$ cat src/rtl/core/ialu_pkg.sv
// ialu_pkg: shared types, opcodes and status codes for the 64-bit integer alu
// no dependencies
package ialu_pkg;

    localparam int DATA_W    = 64;
    localparam int HALF_W    = DATA_W / 2;
    localparam int OP_W      = 4;
    localparam int ST_W      = 3;
    localparam int DIV_STEPS = DATA_W;

    localparam logic [OP_W-1:0] OP_XOR = 4'd0;
    localparam logic [OP_W-1:0] OP_SHL = 4'd1;
    localparam logic [OP_W-1:0] OP_SHR = 4'd2;
    localparam logic [OP_W-1:0] OP_EQ  = 4'd3;
    localparam logic [OP_W-1:0] OP_NE  = 4'd4;
    localparam logic [OP_W-1:0] OP_GT  = 4'd5;
    localparam logic [OP_W-1:0] OP_GE  = 4'd6;
    localparam logic [OP_W-1:0] OP_LT  = 4'd7;
    localparam logic [OP_W-1:0] OP_LE  = 4'd8;
    localparam logic [OP_W-1:0] OP_SUB = 4'd9;
    localparam logic [OP_W-1:0] OP_ADD = 4'd10;
    localparam logic [OP_W-1:0] OP_MUL = 4'd11;
    localparam logic [OP_W-1:0] OP_DIV = 4'd12;
    localparam logic [OP_W-1:0] OP_MOD = 4'd13;

    localparam logic [ST_W-1:0] ST_OK        = 3'd0;
    localparam logic [ST_W-1:0] ST_DIV_ZERO  = 3'd1;
    localparam logic [ST_W-1:0] ST_DIV_OVF   = 3'd2;
    localparam logic [ST_W-1:0] ST_BAD_SHIFT = 3'd3;
    localparam logic [ST_W-1:0] ST_BAD_OP    = 3'd4;

    // one word in flight: simple result plus divider state
    typedef struct packed {
        logic              valid;
        logic [OP_W-1:0]   op;
        logic [ST_W-1:0]   st;
        logic [DATA_W-1:0] res;
        logic [DATA_W-1:0] rem;
        logic [DATA_W-1:0] quo;
        logic [DATA_W-1:0] dvs;
        logic              aneg;
        logic              bneg;
    } t_pipe;

    // multiplier partial products
    typedef struct packed {
        logic [DATA_W-1:0] lo_lo;
        logic [HALF_W-1:0] lo_hi;
        logic [HALF_W-1:0] hi_lo;
    } t_mulpp;

endpackage

$ cat src/rtl/core/ialu_back.sv
// ialu_back: stage before the output register, quotient and remainder sign fix and error zeroing
// depends on ialu_pkg
module ialu_back
    import ialu_pkg::*;
(
    input  logic              i_clk,
    input  logic              i_rst_n,
    input  logic              i_en,
    input  t_pipe             i_pipe,
    output logic              o_valid,
    output logic [DATA_W-1:0] o_res,
    output logic [ST_W-1:0]   o_st
);

    logic              r_valid;
    logic [DATA_W-1:0] r_res, n_res;
    logic [ST_W-1:0]   r_st;

    always_comb begin
        if (i_pipe.st != ST_OK) begin
            n_res = '0;
        end else if (i_pipe.op == OP_DIV) begin
            n_res = (i_pipe.aneg ^ i_pipe.bneg) ? (~i_pipe.quo + 1'b1) : i_pipe.quo;
        end else if (i_pipe.op == OP_MOD) begin
            n_res = i_pipe.aneg ? (~i_pipe.rem + 1'b1) : i_pipe.rem;
        end else begin
            n_res = i_pipe.res;
        end
    end

    always_ff @(posedge i_clk) begin
        if (!i_rst_n) begin
            r_valid <= 1'b0;
        end else if (i_en) begin
            r_valid <= i_pipe.valid;
        end
        if (i_en) begin
            r_res <= n_res;
            r_st  <= i_pipe.st;
        end
    end

    assign o_valid = r_valid;
    assign o_res   = r_res;
    assign o_st    = r_st;

endmodule

$ cat config.mk
export PLATFORM = sky130hd
export DESIGN_NAME = ialu_back
export DESIGN_NICKNAME = d
export VERILOG_FILES = /design/src/rtl/core/ialu_pkg.sv /design/src/rtl/core/ialu_back.sv
export SDC_FILE = /design/constraint.sdc
export NUM_CORES = 1
export LEC_CHECK = 0
export BUFFER_PORTS_ARGS = -buffer_cell sky130_fd_sc_hd__buf_2
export CORE_AREA = 3 3 131 133
export CTS_CLUSTER_DIAMETER = 40
export DETAILED_ROUTE_END_ITERATION = 16
export DIE_AREA = 0 0 134 136
export GPL_TIMING_DRIVEN = 1
export HOLD_SLACK_MARGIN = 0.15
export PLACE_DENSITY = 0.74
export SYNTH_ARGS = -nofsm -noshare
export SYNTH_HDL_FRONTEND = slang
export SYNTH_SLANG_ARGS = --single-unit
$ cat constraint.sdc
create_clock -name i_clk -period 3.35 [get_ports i_clk]
set_input_delay 0.67 -clock i_clk [delete_from_list [all_inputs] [get_ports i_clk]]
set_output_delay 0.67 -clock i_clk [all_outputs]
set_load 0.1 [all_outputs]
==> reports/metrics.cfg <==
[floorplan]
rows = 46
die_w_um = 134
fp.coreArea_um2 = 15940
die_area_um2 = 18220
die_h_um = 136
initial_core_util_pct = 39.77
boundaryPins = 337

[detailed_routing]
met1_length_mm = 10.67
firstDrtPassIters = 6
final_antenna_net_count = 0
vias = 7342
vias_per_cell = 5.841
drc_errors = 0
drtIter0Drc = 874
wl_per_cell_um = 20.44
wl_met2_mm = 11.69
drt_wl_total_mm = 25.69
top_layer_used = met5
route.met3.wl_mm = 2.606

[critical_path]
slowest_stage = or4_1
end_kind = flop
path_class = in -> reg
worstReg2RegStart = o_valid
r2r_slack_ns = 2.74
cp-start-kind = input pin
cp_slowest_stage_delay_ns = 0.64
critical_path_required_ns = 3.51
crit_path_cell_trace = buf_2 > or4_1 > or2_2 > or4_4 > o41ai_2 > xnor2_1 > a22oi_1 > a21oi_1
arrival_ns = 3.41
crit_family = simple AND/OR/NAND/NOR gates
cp_num_buf_inv = 1
crit_start = i_pipe[92]
crit_fanout = 12

[synth]
async_flop_share_pct = 0
syn_nets = 1000
ys_seq_area_share_pct = 32.05
synth_area_um2 = 6340
synth_edf_count = 67
ys_types = 61
yosysWarningCount = 0
ys.flop_type = edfxtp_1
synth_area_leaders = edfxtp_1 32%, xnor2_1 8.8%, xor2_1 7.2%, o31ai_1 4.0%, nand2_1 4.0%
syn_avg_cell_area_um2 = 8.697
synth_top_area_share_pct = 31.73
synth_area_leader_cell = edfxtp_1
ys_seq_elements = 68
netlist_instances = 729

[global_route]
antenna_found_initial = 5
grt.overflow.total = 0
grt_max_degree = 43
grt_pass1_wl_mm = 37.86
grt_pass1_vias = 6882
grt_usage_pct = 26.94

[timing]
fmax_ghz = 0.3083
worstMarginPinSlew_ns = 0.7048
maxSlewViolCount = 0
hold_viol_final = 0
min_period_ns = 3.243
slew_headroom_pct = 53.01
setup_ws_ns = 0.1066
rsz0062_at_grt = false
final-setup-viol-count = 0
fin_crit_sh_pct = 96.82
skew_ns = 0

[layout]
drive_gt1_share_pct = 37.12
fillers = 1553
final_area_um2 = 8696
layout.nets = 1307
multiInputGateArea_um2 = 4125
fin_cells = 1257
areaGrowthSynthToFinish_pct = 37.16
register_area_um2 = 2032

[power]
power.total_uw = 3237
p_per_area_nw_per_um2 = 372.3
peakVddDrop_v = 0.0002540
leakagePower_uw = 0.003420

[placement]
numPortBuffers = 272
routabilityCongestion = 0.9339
dpl_worst_slack_ns = -0.2052
dp_hpwl_mm = 20.63
place_inst = 1241
place_area_um2 = 8373

[clock_network]
post_cts.repair.setup_buffers = 0
clkTransAtPathRegs_ns = 0.05
cts_tree = done
clkLatencyLatePin_ns = 0.35
cts_hold_buf = 0
cts_buffers = 9
clockBufferDepth = 2
clock_sinks = 68
ctsResizeCount = 0
cts-htree-levels = 3
cts_root_buffer = clkbuf_16

[job]
cap_violations = 0

[hold_path]
min_path_type = in -> reg
hp-start = i_rst_n

[outcome]
status = completed

==> routing by layer <==
layer / track usage, % / up-vias
met2: 42.08 / 427
met5: 0 / -
met4: 9.543 / 10
met1: 35.83 / 3395
li1: - / 3442
met3: 7.624 / 68
==> path summary, 6_finish.rpt <==
check / endpoint / cells past startpoint
setup / recovery: o_res[59] / 8
hold / removal: o_valid / 2
setup reg to reg: o_valid / 2
hold reg to reg: o_valid / 2
==> worst register-to-register path, delay by kind of cell, from the launching register on <==
family           cells  cell delay, ns
DFF                  1            0.31
and+or+nand+nor      1            0.06
muxes                1            0.13
==> stage by stage <==
stage               hold WS (ns)  utilization, %  setup TNS, ns
CTS                       0.5285           54.43              0
global route              0.5334           54.53              0
detailed placement        0.5281           52.52         -2.375
finish                    0.5313           54.54              0
global placement          0.4919           52.52         -2.057
floorplan                 0.7689               -              0
==> sequential cells by signal, summed over array words and instances, names as in the netlist <==
register and cells:
o_st 3, o_valid 1, o_res 64
==> cell families after synthesis <==
kind of cell	count (synthesis)	share of synthesized area, %
muxes	10	1.579
xor gates and xnor gates	116	16.03
adders and majority gates	2	0.3946
and+or+nand+nor	244	20.11
AOI/OAI and AO/OA	233	26.27
DFF	68	32.05
buffers and inverters	56	3.572
==> cell type report <==
cell class,count,share of cell area (%)
clock buffer,9,2.590
antenna,1,0.02878
inverter,7,0.3022
multi-input combinational,605,47.44
sequential,68,23.37
tap,216,3.108
clock inverter,6,0.9209
timing repair buffer,345,22.24
==> cell usage in the layout, fill, tap and decap left out, types with 4 or more instances in the layout <==
cell type,count
buf_2,272
buf_4,71
nand2_1,67
edfxtp_1,67
xnor2_1,63
xor2_1,51
nor2_1,44
o21ai_0,42
a21oi_1,40
o31ai_1,34
or3_1,29
o41ai_1,23
a22oi_1,21
nor3_1,20
or4_1,19
o211ai_1,16
nor4_1,14
mux2i_1,10
or2_2,9
clkbuf_16,9
nand3_1,8
a31oi_1,8
inv_1,7
o41ai_2,7
a22o_1,7
a222oi_1,6
nand2b_1,6
and2_1,5
nand4_1,5
o21ai_1,4
==> cells in the mapped netlist, types with 3 or more instances <==
master,n
a31oi_1,8
nand2_1,67
or3_1,29
a22oi_1,21
and3_1,3
a32o_1,3
nand4_1,5
clkbuf_1,44
o41ai_1,25
or2_2,9
o21ai_1,4
o41ai_2,5
o211ai_1,16
a222oi_1,6
nor2_1,45
xor2_1,52
edfxtp_1,67
a21oi_1,40
mux2i_1,10
and2_1,5
a221o_1,3
nand2b_1,6
o31ai_1,34
a22o_1,7
nor4_1,14
xnor2_1,64
a211oi_1,3
or4_1,19
nor3_1,20
o21ai_0,42
inv_1,7
nand3_1,8
==> power breakdown <==
group          total [µW]  internal [µW]  leakage, µW  switching [µW]
clock network        1020            640     0.000146             383
logic                1200            353      0.00263             851
registers            1010            995     0.000647            14.0
total                3240           1990      0.00342            1250
Note: power is estimated with default switching activity, not from simulation.
