### config.mk
export PLATFORM = sky130hd
export DESIGN_NAME = ialu_div_step
export DESIGN_NICKNAME = d
export VERILOG_FILES = /design/src/rtl/core/ialu_pkg.sv /design/src/rtl/core/ialu_div_step.sv
export SDC_FILE = /design/constraint.sdc
export NUM_CORES = 1
export LEC_CHECK = 0
export BUFFER_PORTS_ARGS = -buffer_cell sky130_fd_sc_hd__clkbuf_2
export CORE_AREA = 2 2 207 209
export DETAILED_ROUTE_END_ITERATION = 10
export DIE_AREA = 0 0 209 211
export HOLD_SLACK_MARGIN = 0.08
export REMOVE_ABC_BUFFERS = 1
export SYNTH_ARGS = -nofsm -noshare
export SYNTH_HDL_FRONTEND = slang
export SYNTH_SLANG_ARGS = --single-unit
export TNS_END_PERCENT = 30
### constraint.sdc
create_clock -name i_clk -period 4.3 [get_ports i_clk]
set_input_delay 0.645 -clock i_clk [delete_from_list [all_inputs] [get_ports i_clk]]
set_output_delay 0.645 -clock i_clk [all_outputs]
set_load 0.02 [all_outputs]
### src/rtl/core/ialu_pkg.sv
// ialu_pkg: shared types, opcodes and status codes for the 64-bit integer alu
// no dependencies
package ialu_pkg;

    localparam int DATA_W    = 64;
    localparam int HALF_W    = DATA_W / 2;
    localparam int OP_W      = 4;
    localparam int ST_W      = 3;
    localparam int DIV_STEPS = DATA_W;

    localparam logic [OP_W-1:0] OP_XOR = 4'd0;
    localparam logic [OP_W-1:0] OP_SHL = 4'd1;
    localparam logic [OP_W-1:0] OP_SHR = 4'd2;
    localparam logic [OP_W-1:0] OP_EQ  = 4'd3;
    localparam logic [OP_W-1:0] OP_NE  = 4'd4;
    localparam logic [OP_W-1:0] OP_GT  = 4'd5;
    localparam logic [OP_W-1:0] OP_GE  = 4'd6;
    localparam logic [OP_W-1:0] OP_LT  = 4'd7;
    localparam logic [OP_W-1:0] OP_LE  = 4'd8;
    localparam logic [OP_W-1:0] OP_SUB = 4'd9;
    localparam logic [OP_W-1:0] OP_ADD = 4'd10;
    localparam logic [OP_W-1:0] OP_MUL = 4'd11;
    localparam logic [OP_W-1:0] OP_DIV = 4'd12;
    localparam logic [OP_W-1:0] OP_MOD = 4'd13;

    localparam logic [ST_W-1:0] ST_OK        = 3'd0;
    localparam logic [ST_W-1:0] ST_DIV_ZERO  = 3'd1;
    localparam logic [ST_W-1:0] ST_DIV_OVF   = 3'd2;
    localparam logic [ST_W-1:0] ST_BAD_SHIFT = 3'd3;
    localparam logic [ST_W-1:0] ST_BAD_OP    = 3'd4;

    // one word in flight: simple result plus divider state
    typedef struct packed {
        logic              valid;
        logic [OP_W-1:0]   op;
        logic [ST_W-1:0]   st;
        logic [DATA_W-1:0] res;
        logic [DATA_W-1:0] rem;
        logic [DATA_W-1:0] quo;
        logic [DATA_W-1:0] dvs;
        logic              aneg;
        logic              bneg;
    } t_pipe;

    // multiplier partial products
    typedef struct packed {
        logic [DATA_W-1:0] lo_lo;
        logic [HALF_W-1:0] lo_hi;
        logic [HALF_W-1:0] hi_lo;
    } t_mulpp;

endpackage

### src/rtl/core/ialu_div_step.sv
// ialu_div_step: one restoring division step, registered
// depends on ialu_pkg
module ialu_div_step
    import ialu_pkg::*;
(
    input  logic  i_clk,
    input  logic  i_rst_n,
    input  logic  i_en,
    input  t_pipe i_pipe,
    output t_pipe o_pipe
);

    t_pipe r_pipe, n_pipe;
    logic [DATA_W:0] w_shift, w_trial;

    always_comb begin
        n_pipe  = i_pipe;
        w_shift = {i_pipe.rem, i_pipe.quo[DATA_W-1]};
        w_trial = w_shift - {1'b0, i_pipe.dvs};
        if (!w_trial[DATA_W]) begin
            n_pipe.rem = w_trial[DATA_W-1:0];
            n_pipe.quo = {i_pipe.quo[DATA_W-2:0], 1'b1};
        end else begin
            n_pipe.rem = w_shift[DATA_W-1:0];
            n_pipe.quo = {i_pipe.quo[DATA_W-2:0], 1'b0};
        end
    end

    always_ff @(posedge i_clk) begin
        if (!i_rst_n) begin
            r_pipe.valid <= 1'b0;
        end else if (i_en) begin
            r_pipe.valid <= n_pipe.valid;
        end
        if (i_en) begin
            r_pipe.op   <= n_pipe.op;
            r_pipe.st   <= n_pipe.st;
            r_pipe.res  <= n_pipe.res;
            r_pipe.rem  <= n_pipe.rem;
            r_pipe.quo  <= n_pipe.quo;
            r_pipe.dvs  <= n_pipe.dvs;
            r_pipe.aneg <= n_pipe.aneg;
            r_pipe.bneg <= n_pipe.bneg;
        end
    end

    assign o_pipe = r_pipe;

endmodule

==> summary.md <==
| Metric | Value |
|---|---|
| Post-CTS Setup Inserts | 0 |
| Post-CTS Hold Fix Bufs | 0 |
| Met3 WL post-DR | 3.62 mm |
| Most frequent cell after synthesis | edfxtp_1 |
| Global placer's final weighted congestion | 0.863 |
| Post-synthesis cell count | 1,007 |
| Slew HR | 37.2% |
| Total iterations of the first detailed-routing run | 5 |
| Setup TNS | 0 ns |
| Initial antenna violation count | 8 |
| Clock skew after layout | 0 ns |
| I/O Pins | 535 |
| Capture point of the critical path | o_pipe[173] |
| Clock slew at reported path FFs | about 0.07 ns |
| Worst EP required | ~4.6 ns |
| Total CTS buffers | 31 |
| Crit path max-delay cell type | or4_1 |
| CTS resizes | 0 |
| Max FFs per register | 266 |
| Core ar. | 0.0418 mm^2 |
| Ys Warns | 0 |
| Synth cell types | 75 |
| Critical path class | in2reg |
| Final ANT Viol Nets | 0 |
| CTS sink cnt | 266 |
| Synth Register Bits | 266 |
| Final period utilization | 84.4% |
| Final-report setup violation count | 0 |
| WL final | 45.5 mm |
| Top sig layer | met5 |
| Ranking of synthesized cells by area | edfxtp_1 61%, ha_1 6.1%, mux2_1 4.6% |
| Critical Path Source | i_pipe[26] |
| Post-DP HPWL | 36.6 mm |
| Final Max Slew Viols | 0 |
| Yosys top cell by area | edfxtp_1 |
| P&R area growth vs syn | 34.5% |
| Clock root cell | clkbuf_16 |
| Yosys top cell area share | 60.8% |
| Final Hold Vio Count | 0 |
| Fmax | around 0.28 GHz |
| Most common library cells after synthesis | 265 x edfxtp_1, 85 x inv_1, 76 x a21oi_1 |
| Maximum number of pins on one net before global-route repair | 86 |
| Crit start category | primary input |
| I/O Buffers | 534 |
| Detail Route met2 WL | between 20 and 25 mm |
| Worst setup EP type | flop |
| Seq/Total Area, Yosys | 61.0% |
| Die area | 0.0441 mm^2 |
| Vias | 10,366 |
| Row count | 75 |
| Leak | between 7 and 8 nW |
| Status | complete, no violations |
| Power Total | 0.00776 W |
| Total track usage | 19.7% |
| EDFF count, synth | 265 |
| H-tree depth | 1 |
| Fillcell total | about 4,000 |
| Initial DRC Count | 738 |
| TritonCTS clock tree | built |
| Main synth FF type | edfxtp_1 |
| Post-route insts no fill | 2,134 |
| Max stage delay on crit path | 0.63 ns |
| Initial Util | a little under a third |
| Vias per cell | 4.86 |
| Inst Count DP | between 2,000 and 2,500 |
| Worst Reg-to-Reg Cells | 2 |
| Crit Path Max Fanout | 16 |
| Clk buf depth | 3 |
| Layout cells sized above 1 | 39.4% |
| Grt total ovfl | 0 |
| Max-cap violations | 0 |
| Arr. time, crit path | 3.95 ns |
| WL met1 | 18.0 mm |
| Worst-path cell chain | clkbuf_2 -> inv_1 -> ha_1 -> nand4_1 -> or4_1 -> or3_1 -> o32a_1 -> a21oi_2 -> o21ai_1 -> and2_4 -> o211a_4 -> inv_6 -> buf_4 -> mux2_1 |
| Die Y | 211 um |
| Vias in the first global route | 10,458 |
| Die Width | 209 um |
| R2R Setup Slk | 3.71 ns |
| Clock Latency Late Sink | roughly 0.57 ns |
| Hold Crit Class | in2reg |
| Async SR Flop Fraction | 0% |
| RSZ-0062 raised after global routing | false |
| RR Endpoint | o_pipe[265] |
| First-pass GRT wire length | 65.2 mm |
| Synth Cell Area | 0.0131 mm^2 |
| Peak supply drop | ~0.00028 V |
| Slew @ Worst Pin | 0.934 ns |
| Routed WL per cell | 21.3 um |
| Min cycle time layout | 3.63 ns |
| Worst r2r src | o_pipe[265] |
| PwrDens | 441 mW/mm^2 |
| Seq. cell area | 0.00798 mm^2 |
| Final nets | 1,904 |
| # DRC | 0 |
| Syn avg cell area | roughly 13 um^2 |
| Multi-input logic area | 0.00460 mm^2 |
## cell usage in the layout (no fill, tap or decap), types with 5 or more instances in the layout
cell type,synthesis,layout
nor2b_1,11,11
and3_1,7,7
clkbuf_16,0,31
nand2_1,62,62
clkinv_2,0,5
nor3_1,9,9
inv_1,85,85
o31ai_1,5,5
nand2b_1,9,9
o21a_1,8,8
o21ai_0,23,23
xnor2_1,34,34
edfxtp_1,265,265
mux2i_1,7,7
a31oi_1,7,7
nor2_1,40,40
clkbuf_2,0,533
o21bai_1,15,15
ha_1,64,64
a211o_1,5,5
a21boi_0,5,5
o21ai_1,15,15
mux2_1,54,54
or3_1,5,5
a211oi_1,6,6
buf_4,0,25
nand4_1,20,20
nand3_1,10,10
a21o_1,32,32
bufinv_16,0,5
a21oi_1,76,76
xor2_1,23,23
## worst min-delay path by stage
stage | to | slack [ns] | startpoint | depth (start not counted)
3_5_place_dp | o_pipe[265] | 0.52 | o_pipe[265] | 2
6_report | o_pipe[80] | 0.24 | i_pipe[79] | 1
3_3_place_gp | o_pipe[265] | 0.50 | o_pipe[265] | 2
4_1_cts | o_pipe[203] | 0.22 | i_pipe[203] | 1
2_1_floorplan | o_pipe[265] | 0.59 | o_pipe[265] | 2
5_1_grt | o_pipe[102] | 0.22 | i_pipe[101] | 1
## area by class of cell
type | instances | area share [%]
Tap cell | 539 | 3.84
Clock inverter | 23 | 1.50
Clock buffer | 33 | 4.45
Antenna cell | 2 | 0.0285
Sequential cell | 266 | 45.4
Multi-Input combinational cell | 622 | 26.2
Inverter | 86 | 1.86
Timing Repair Buffer | 563 | 16.8
## logic make-up (layout without fill, tap and decap cells)
group                      count (synthesis)  in the layout  synth area share (%)
AOI/OAI and AO/OA                        240            240                  12.1
xor gates and xnor gates                  57             57                  3.82
adders and majority gates                 65             65                  6.28
buffers and inverters                    119            705                  3.82
DFF                                      266            266                  61.0
muxes                                     64             64                  5.50
other                                      0              2                     0
and+or+nand+nor                          196            196                  7.48
## critical path, delay by kind of cell
| kind | cells | cell delay, ns |
|---|---|---|
| compound gates | 4 | 0.80 |
| fa+ha+maj | 1 | 0.34 |
| mux | 1 | 0.36 |
| buf+inv | 4 | 0.48 |
| simple gates | 4 | 1.31 |
## layer usage
metal	GRT usage, %	up-vias
met5	0	-
met4	6.45	12
met3	5.96	73
met2	33.9	404
met1	23.4	4962
li1	-	4915
## metrics by stage
stage	setup slack [ns]	util [%]	hold WS (ns)	instance area (um^2)
floorplan	0.408	-	0.589	12900
global placement	0.129	39.6	0.504	16500
detailed placement	0.100	39.6	0.524	16500
CTS	0.703	42.1	0.216	17600
global route	0.482	42.1	0.216	17600
finish	0.672	42.1	0.242	17600
## where the power goes
group	switching (W)	total [W]	internal, W
Sequential	0.0000799	0.00326	0.00318
Clock	0.00111	0.00273	0.00162
Combinational	0.00111	0.00178	0.000662
Note: power is estimated with default switching activity, not from simulation.
